`config.mk`:
```
export PLATFORM = sky130hd
export DESIGN_NAME = ppt_queue
export DESIGN_NICKNAME = d
export VERILOG_FILES = /design/src/sv/ppt_pkg.sv /design/src/sv/ppt_queue.sv
export SDC_FILE = /design/constraint.sdc
export NUM_CORES = 1
export LEC_CHECK = 0
export BUFFER_PORTS_ARGS = -buffer_cell sky130_fd_sc_hd__buf_4
export CAP_MARGIN = 20
export CORE_ASPECT_RATIO = 1.25
export CORE_UTILIZATION = 55
export CTS_CLUSTER_DIAMETER = 30
export DETAILED_ROUTE_END_ITERATION = 8
export PLACE_DENSITY = 0.73
export SKIP_CTS_REPAIR_TIMING = 1
export SYNTH_ARGS = -nofsm -noshare
export SYNTH_HDL_FRONTEND = slang
export SYNTH_SLANG_ARGS = --single-unit
export TNS_END_PERCENT = 20
```
`constraint.sdc`:
```
create_clock -name clock -period 5.6 [get_ports clock]
set_input_delay 0.84 -clock clock [delete_from_list [all_inputs] [get_ports clock]]
set_output_delay 0.84 -clock clock [all_outputs]
set_load 0.1 [all_outputs]
```
`src/sv/ppt_pkg.sv`:
```
package ppt_pkg;

   localparam int CoefW  = 32;
   localparam int CoordW = 16;
   localparam int ProdW  = 48;
   localparam int SumW   = 50;
   localparam int MagW   = 49;
   localparam int QBits  = 25;
   // wide enough to hold the divisor shifted up by the full quotient width
   localparam int DivW   = MagW + QBits;
   localparam int OutW   = 24;
   localparam int NumRegs = 8;
   localparam int IdxW   = 3;
   localparam int QueueDepth = 4;
   localparam int QueuePtrW  = 2;
   localparam logic [SumW-1:0] DenOne = SumW'(64'd1 << 24);
   localparam logic [QBits-1:0] PosMax = QBits'(24'h7FFFFF);
   localparam logic [QBits-1:0] NegMax = QBits'(25'h0800000);

   localparam logic [IdxW-1:0] RegNxY = 3'd0;
   localparam logic [IdxW-1:0] RegNxX = 3'd1;
   localparam logic [IdxW-1:0] RegNxC = 3'd2;
   localparam logic [IdxW-1:0] RegNyY = 3'd3;
   localparam logic [IdxW-1:0] RegNyX = 3'd4;
   localparam logic [IdxW-1:0] RegNyC = 3'd5;
   localparam logic [IdxW-1:0] RegDY  = 3'd6;
   localparam logic [IdxW-1:0] RegDX  = 3'd7;

   typedef struct packed {
      logic [MagW-1:0] mag_nx;
      logic [MagW-1:0] mag_ny;
      logic [MagW-1:0] mag_d;
      logic            neg_x;
      logic            neg_y;
      logic            div_zero;
   } work_type;

   typedef struct packed {
      logic [OutW-1:0] out_x;
      logic [OutW-1:0] out_y;
      logic            div_zero;
      logic            saturated;
   } result_type;

   typedef struct packed {
      logic [DivW-1:0] rem_x;
      logic [DivW-1:0] rem_y;
      logic [QBits-1:0] q_x;
      logic [QBits-1:0] q_y;
      logic [MagW-1:0] mag_d;
      logic            neg_x;
      logic            neg_y;
      logic            div_zero;
      logic            over_x;
      logic            over_y;
   } div_stage_type;

endpackage

```
`src/sv/ppt_queue.sv`:
```
module ppt_queue import ppt_pkg::*; (
   input  logic     clock,
   input  logic     reset,
   input  logic     in_valid,
   output logic     in_ready,
   input  work_type in_work,
   output logic     out_valid,
   input  logic     out_ready,
   output work_type out_work
);

   work_type slot_ff [QueueDepth];
   logic [QueuePtrW-1:0] wr_ff, rd_ff;
   logic [QueuePtrW:0] count_ff;
   logic push, pop;

   assign in_ready = count_ff != QueuePtrW'(0) + (QueuePtrW+1)'(QueueDepth);
   assign out_valid = count_ff != '0;
   assign out_work = slot_ff[rd_ff];
   assign push = in_valid && in_ready;
   assign pop = out_valid && out_ready;

   always_ff @(posedge clock) begin
      if (reset) begin
         wr_ff <= '0;
         rd_ff <= '0;
         count_ff <= '0;
      end else begin
         if (push) wr_ff <= wr_ff + 1'b1;
         if (pop) rd_ff <= rd_ff + 1'b1;
         count_ff <= count_ff + (QueuePtrW+1)'(push) - (QueuePtrW+1)'(pop);
      end
   end

   always_ff @(posedge clock) begin
      if (push) slot_ff[wr_ff] <= in_work;
   end

endmodule

```
==> impl_results.md, run 1 <==
* Outcome: complete, no violations
* Grt met1 use at 26.3%
* Final-layout fill cell count at 2281
* Via density at 5.59
* CTS tree: built
* Most common cell in the netlist: edfxtp_1
* Slew Limit Headroom at 36.5%
* Mux share of post-synthesis cell area at 15.4%
* Detail Route Antenna Nets at 0
* Register area at 0.0182 mm²
* Fraction of layout cells with a size suffix above 1 at 49.1%
* Min cycle time layout at 3.56 ns
* Worst-Skew Late Latency at 0.60 ns
* # IOs at 306
* First-pass GRT wire length at 63100 µm
* EDFF count, synth at 600
* Crit path launch type: register
* TritonCTS Buffers at 96
* Initial DRC Count at 606
* Gpl congestion at 0.719
* Final nets at 1374
* Clock sink total at 609
* Synth Area in XOR/XNOR at 0.119%
* Final wirelength at 42200 µm
* Via count at 10033
* Setup Viol. Count Final at 0
* Wire per inst at 23.5 µm
* Initial antenna violation count at 4
* Yosys cell types at 23
* Adder-Cell Fraction of Synth Area at 0.430%
* Post-Syn Area per Cell at 26.5 µm²
* Slew Viols, Final at 0
* CP endpoint kind: output port
* Core ar. at 0.0393 mm²
* Synth top area share at 81.6%
* Post-Syn Instances at 833
* Starting Density at 56.2%
* Top cells by area, synth: edfxtp_1, mux4_2, dfxtp_1
* Fin. Hold Viols at 0
* Syn_nets at 994
* Multi-input logic area at 0.00365 mm²
* Post-Route Utilization at 71.9%
* Slew at the pin closest to its max-slew limit at 0.952 ns
* Clock transition at path regs at 0.05 ns
* Post-DP HPWL at 23700 µm
* Total global routing overflow at 0
* Area of the die at 0.0410 mm²
* DIE HEIGHT at 226 µm
* Met2 Track Usage GR at 34.3%
* Setup Crit Path Kind: register to output port
* H-tree lvl count at 3
* RSZ-0062 raised after global routing: false
* Worst Path Arrival at 2.72 ns
* DIE WIDTH at 181 µm
* Dominant cell type by area after synthesis: edfxtp_1
* Share of synthesized registers carrying an async set or reset at 0%
* Area grow syn2layout at 28.1%
* Hold WC Path Type: input pin to register
* Complex-gate fraction of the synthesized area at 0.113%
* Largest family of logic cells by synthesized area: multiplexers
* Synthesized area at 0.0221 mm²
* Post-synth top cells: edfxtp_1, mux4_2, buf_2
* Number of max-cap violations at 0
* Register area share after synthesis at 82.4%
* GRT Total Usage at 21.0%
* CTS Buffer Depth at 3
* Met3 Use GR at 6.72%
* GRT Max-Usage Layer: met2
* Crit path max fanout at 61
* Worst EP required at 4.76 ns
* Top FF cell, synth: edfxtp_1
* Synth warnings at 0
* Drt first pass iters at 5
* Synthesis-stage register bit count at 609
* Site Rows at 81
* Clk_skew at 0.0142 ns
* Number of global-route vias before repair at 10673
* Peak Freq at 281 MHz
* Crit share post-route at 63.5%
* DR DRC count at 0
* Setup TNS at 0 ns
* Port Buffers at 305
* Largest net degree at the start of global routing at 79
* CTS root buffer: clkbuf_16
* Synth Area in Simple Gates at 0.430%
area by class of cell:
class,count,area share [%]
flip-flops and latches,609,64.3
multi-input cells,184,12.9
clock buffers,107,8.79
repair buffers,317,8.72
clock inverters,72,2.94
well taps,498,2.20
inverters,5,0.0663
diodes,4,0.0354
placed cells by master, fill, tap and decap left out, types with 2 or more instances in the layout:
cell type | netlist | final
ha_1 | 6 | 6
buf_4 | 0 | 310
clkbuf_1 | 7 | 9
nand2b_1 | 2 | 2
inv_1 | 5 | 5
dfxtp_1 | 9 | 7
nor2_1 | 8 | 8
edfxtp_1 | 600 | 600
mux4_2 | 150 | 150
xor2_1 | 2 | 2
and2_4 | 0 | 4
buf_12 | 0 | 7
clkinv_2 | 0 | 7
clkinvlp_4 | 0 | 14
inv_6 | 0 | 14
clkbuf_16 | 0 | 98
inv_8 | 0 | 4
clkinv_4 | 0 | 11
clkinv_1 | 0 | 8
bufinv_16 | 0 | 12
diode_2 | 0 | 4
dfxtp_4 | 0 | 2
sequential cells by signal (all words and copies together) (netlist names), named ones only:
name,count
count_ff,3
wr_ff,2
rd_ff,2
slot_ff,600
worst paths after layout:
check	start	to	slack (ns)	cells past startpoint
max	register	out_work[0]	2.04	3
min	in_work[33]	slot_ff[0][33]	0.44	1
max reg2reg	count_ff[1]	slot_ff[0][25]	2.74	4
min reg2reg	rd_ff[1]	rd_ff[1]	0.53	2
cell families (layout without fill, tap and decap cells):
logic type / after synthesis / after routing
buffers and inverters: 40 / 501
adder cells (fa/ha/maj): 7 / 7
AND/OR/NAND/NOR: 19 / 19
other: 0 / 4
XOR/XNOR: 3 / 3
AO/OA/AOI/OAI: 3 / 3
multiplexers: 152 / 152
flip-flops: 609 / 609
stage by stage:
stage	instances	area, µm²	hold WS, ns	setup WS [ns]
after CTS	1792	28300	0.407	1.95
after global placement	1613	25000	0.500	2.46
after floorplan	833	22100	0.482	0.389
after global routing	1794	28300	0.417	1.91
after detailed placement	1613	25000	0.510	2.38
final	1796	28300	0.439	2.04
per-layer routing:
metal / wire length (µm) / vias up
met5: 10 / -
met4: 991 / 2
met3: 3460 / 65
met2: 21800 / 365
met1: 16000 / 5188
li1: - / 4413
critical path, stage by stage, from the launching register on:
cell	delay [ns]
dfxtp_4	0.91
buf_4	0.53
mux4_2	0.39
buf_4	0.25
Power of run 1 is not shown: default switching activity piles up to over one toggle a cycle in this logic, so the estimate is an artifact.
==> run 2, diff against run 1 <==
--- a/config.mk
+++ b/config.mk
@@ -8,10 +8,10 @@
 export BUFFER_PORTS_ARGS = -buffer_cell sky130_fd_sc_hd__buf_4
 export CAP_MARGIN = 20
 export CORE_ASPECT_RATIO = 1.25
-export CORE_UTILIZATION = 55
+export CORE_UTILIZATION = 51
 export CTS_CLUSTER_DIAMETER = 30
 export DETAILED_ROUTE_END_ITERATION = 8
-export PLACE_DENSITY = 0.73
+export PLACE_DENSITY = 0.71
 export SKIP_CTS_REPAIR_TIMING = 1
 export SYNTH_ARGS = -nofsm -noshare
 export SYNTH_HDL_FRONTEND = slang
==> constraint.sdc (replaced) <==
create_clock -name clock -period 3 [get_ports clock]
set_input_delay 0.45 -clock clock [delete_from_list [all_inputs] [get_ports clock]]
set_output_delay 0.45 -clock clock [all_outputs]
set_load 0.1 [all_outputs]
==> run 2 against run 1 <==
Net effect: wire length is 2.5% higher; critical path type unchanged; non-clock buffer count is 11 higher; die area up 7.8%; highest routed layer unchanged; via count increased by 1.0%; first-iteration DRC count increased by 5.0%; clock-buffer cell count is 6 lower; sequential share of layout area fell by 0.55 points; critical path depth stayed put; sequential cell count is the same; clock skew up 0.0054 ns; cell area rose by 0.87%; cell count is 4.0% higher.
==> impl_results.md, run 2 (synthesized netlist as in run 1, its figures left out) <==
* Setup Viol. Count Final at 0
* Via count at 10136
* Cells after DPL at 1685
* Drt first pass iters at 5
* Hold WC Path Type: input pin to register
* Total global routing overflow at 0
* Cell mode on critical path: buf_4
* Area of the die at 0.0442 mm²
* # IOs at 306
* CTS Buffer Depth at 3
* Number of max-cap violations at 0
* Number of global-route vias before repair at 10974
* DR DRC count at 0
* CP endpoint kind: output port
* Final nets at 1386
* H-tree lvl count at 3
* Biggest register: slot_ff
* Slew Viols, Final at 0
* Min cycle time layout at 2.83 ns
* Core ar. at 0.0424 mm²
* Initial antenna violation count at 3
* DIE HEIGHT at 235 µm
* Final wirelength at 43300 µm
* Slew at the pin closest to its max-slew limit at 0.680 ns
* CP Cell Sequence: buf_4, mux4_2, buf_4
* GRT Total Usage at 20.2%
* TritonCTS Buffers at 97
* Wire per inst at 23.2 µm
* Detail Route Antenna Nets at 0
* Clock sink total at 609
* Site Rows at 84
* CTS root buffer: clkbuf_16
* Worst Path Arrival at 2.38 ns
* Commonest non-fill, non-tap cell in the layout: edfxtp_1
* Setup TNS at 0 ns
* Largest net degree at the start of global routing at 96
* DIE WIDTH at 188 µm
* Via density at 5.43
* Clk_skew at 0.0196 ns
* CTS tree: built
* Largest stage delay, worst path at 0.57 ns
* Gpl congestion at 0.710
* Area grow syn2layout at 29.2%
* Most frequent cells in the layout: edfxtp_1, buf_4, mux4_2, clkbuf_16, inv_6
* Peak Freq at 353 MHz
* Worst EP required at 2.55 ns
* Outcome: complete, no violations
* Crit path launch type: register
* Post-DP HPWL at 24700 µm
* Non-filler cells, final at 1868
* Slew Limit Headroom at 54.7%
* Hold Path Depth at 1
* Fin. Hold Viols at 0
* Port Buffers at 305
* RSZ-0062 raised after global routing: false
* Clock transition at path regs at 0.06 ns
* Starting Density at 52.2%
* Max reg flops at 600
* Crit path max fanout at 17
* First-pass GRT wire length at 65900 µm
* FF-to-FF path depth at 12
* Initial DRC Count at 636
* Biggest regs: slot_ff x600, count_ff x3
* Crit path max-delay cell type: mux4_2
* Crit share post-route at 94.4%
* Post-Route Utilization at 67.4%
* Fraction of layout cells with a size suffix above 1 at 50.1%
* Setup Crit Path Kind: register to output port
* Worst-Skew Late Latency at 0.62 ns
## run 2: metrics by stage
stage                     setup slack [ns]  cell area [µm²]  hold WS, ns
after CTS                           0.0724            28500      -0.0126
final                                0.167            28500       0.0270
after floorplan                     -0.202            22100        0.482
after detailed placement             0.665            25200        0.514
after global routing                0.0124            28500      0.00456
after global placement               0.710            25200        0.503
## run 2: cell type report
cell class / instances / area [µm²]
clock buffer: 101 / 2460
tap: 559 / 699
sequential: 609 / 18200
antenna: 2 / 5.00
timing repair buffer: 328 / 2660
fill: 2614 / 13800
inverter: 5 / 18.8
clock inverter: 80 / 832
multi-input combinational: 184 / 3650
## run 2: per-layer routing
layer | global-route usage [%] | up-vias | part of all wire [%]
met4 | 7.98 | 2 | 2.3
met5 | 0 | - | 0.030
met3 | 6.47 | 64 | 7.6
li1 | - | 4444 | -
met2 | 32.8 | 315 | 51
met1 | 25.4 | 5311 | 39
## run 2: path summary, 6_finish.rpt
| kind | startpoint | end | slack [ns] |
|---|---|---|---|
| max | register | out_work[136] | 0.17 |
| min | in_work[24] | slot_ff[3][24] | 0.03 |
| max reg2reg | count_ff[1] | count_ff[2] | 0.66 |
| min reg2reg | wr_ff[1] | wr_ff[1] | 0.53 |
## run 2: critical path: cells and delay by family (launching register included)
family | cells | cell delay (ns)
flip-flops | 1 | 0.52
multiplexers | 1 | 0.57
buffers and inverters | 2 | 0.65
Power of run 2 is left out for the same reason.
==> run 3, diff against run 2 <==
--- a/config.mk
+++ b/config.mk
@@ -12,6 +12,7 @@
 export CTS_CLUSTER_DIAMETER = 30
 export DETAILED_ROUTE_END_ITERATION = 8
 export PLACE_DENSITY = 0.71
+export REMOVE_ABC_BUFFERS = 1
 export SKIP_CTS_REPAIR_TIMING = 1
 export SYNTH_ARGS = -nofsm -noshare
 export SYNTH_HDL_FRONTEND = slang
==> run 3 against run 2 <==
Net effect: first-iteration DRC count decreased by 22%; sequential share of layout area decreased by 0.31 points; wire length increased by 1.2%; critical endpoint is now out_work[149].
==> impl_results.md, run 3 (synthesized netlist as in run 1, its figures left out) <==
* Area grow syn2layout at 29.8%
* CP endpoint kind: output port
* Setup TNS at 0 ns
* Initial DRC Count at 496
* Total global routing overflow at 0
* Area of the die at 0.0442 mm²
* TritonCTS Buffers at 92
* Slew at the pin closest to its max-slew limit at 0.538 ns
* Slew Viols, Final at 0
* Peak Freq at 360 MHz
* Via density at 5.42
* Via count at 10185
* Drt first pass iters at 4
* RSZ-0062 raised after global routing: false
* Slew Limit Headroom at 64.1%
* Setup WS post-layout at 0.223 ns
* Detail Route Antenna Nets at 0
* Commonest non-fill, non-tap cell in the layout: edfxtp_1
* Fraction of layout cells with a size suffix above 1 at 49.1%
* Final nets at 1399
* Starting Density at 52.2%
* Port Buffers at 305
* DR DRC count at 0
* Setup Viol. Count Final at 0
* Site Rows at 84
* DIE WIDTH at 188 µm
* # IOs at 306
* Crit path max fanout at 62
* Worst-Skew Late Latency at 0.63 ns
* Post-DP HPWL at 24700 µm
* Worst slack, placed at 0.657 ns
* Outcome: complete, no violations
* Crit path launch type: register
* GRT Total Usage at 20.0%
* Wire per inst at 23.3 µm
* Largest net degree at the start of global routing at 64
* Clock transition at path regs at 0.06 ns
* Fin. Hold Viols at 0
* Clk_skew at 0.0207 ns
* Most frequent cells in the layout: edfxtp_1, buf_4, mux4_2, clkbuf_16, buf_12
* Max reg flops at 600
* Core ar. at 0.0424 mm²
* CTS root buffer: clkbuf_16
* Worst EP required at 2.55 ns
* Clock sink total at 609
* Final wirelength at 43800 µm
* Number of global-route vias before repair at 10977
* Biggest register: slot_ff
* H-tree lvl count at 3
* Number of max-cap violations at 0
* Worst Path Arrival at 2.33 ns
* Hold WC Path Type: input pin to register
* CTS Buffer Depth at 3
* Crit share post-route at 92.6%
* Initial antenna violation count at 5
* CTS tree: built
* First-pass GRT wire length at 65600 µm
* Min cycle time layout at 2.78 ns
* Gpl congestion at 0.702
* DIE HEIGHT at 235 µm
* Biggest regs: slot_ff x600, count_ff x3
* Setup Crit Path Kind: register to output port
## run 3: changes by cell type in the layout (fill, tap and decap cells not counted), sizes merged
cell | before | now
clkbuf | 101 | 99
bufinv | 10 | 9
inv | 27 | 30
clkinvlp | 12 | 10
diode | 2 | 3
dlygate4sd3 | 0 | 18
clkinv | 36 | 31
## run 3: cell type report
type / count / area, µm²
repair buffers: 346 / 2890
clock inverters: 75 / 852
clock buffers: 99 / 2350
fillers: 2616 / 13700
multi-input cells: 184 / 3650
well taps: 559 / 699
flip-flops and latches: 609 / 18200
diodes: 3 / 7.51
inverters: 5 / 18.8
## run 3: path summary, 6_finish.rpt
kind,end,startpoint,slack [ns],depth (start not counted)
max,out_work[149],register,0.22,3
min,slot_ff[2][94],in_work[94],0.02,1
max reg2reg,count_ff[2],count_ff[1],0.68,12
min reg2reg,wr_ff[1],wr_ff[1],0.53,2
## run 3: per-layer routing
metal | GRT usage, % | routed length, µm
met2 | 34.3 | 23600
met1 | 23.6 | 16600
met3 | 5.53 | 2460
met4 | 9.04 | 1170
met5 | 0 | 26
## run 3: critical path, cell delays in order (launching register included)
cell	delay, ns
dfxtp_4	0.39
buf_12	0.43
mux4_2	0.61
buf_4	0.26
## run 3: metrics by stage
| stage | instance area (µm²) | hold slack, ns | cells | util [%] |
|---|---|---|---|---|
| final | 28700 | 0.0208 | 1880 | 67.7 |
| after global routing | 28700 | -0.00264 | 1880 | 67.7 |
| after CTS | 28500 | -0.0251 | 1859 | 67.3 |
| after detailed placement | 25300 | 0.505 | 1685 | 59.7 |
| after global placement | 25300 | 0.499 | 1685 | 59.7 |
| after floorplan | 21900 | 0.481 | 798 | - |
Power of run 3 is left out for the same reason.
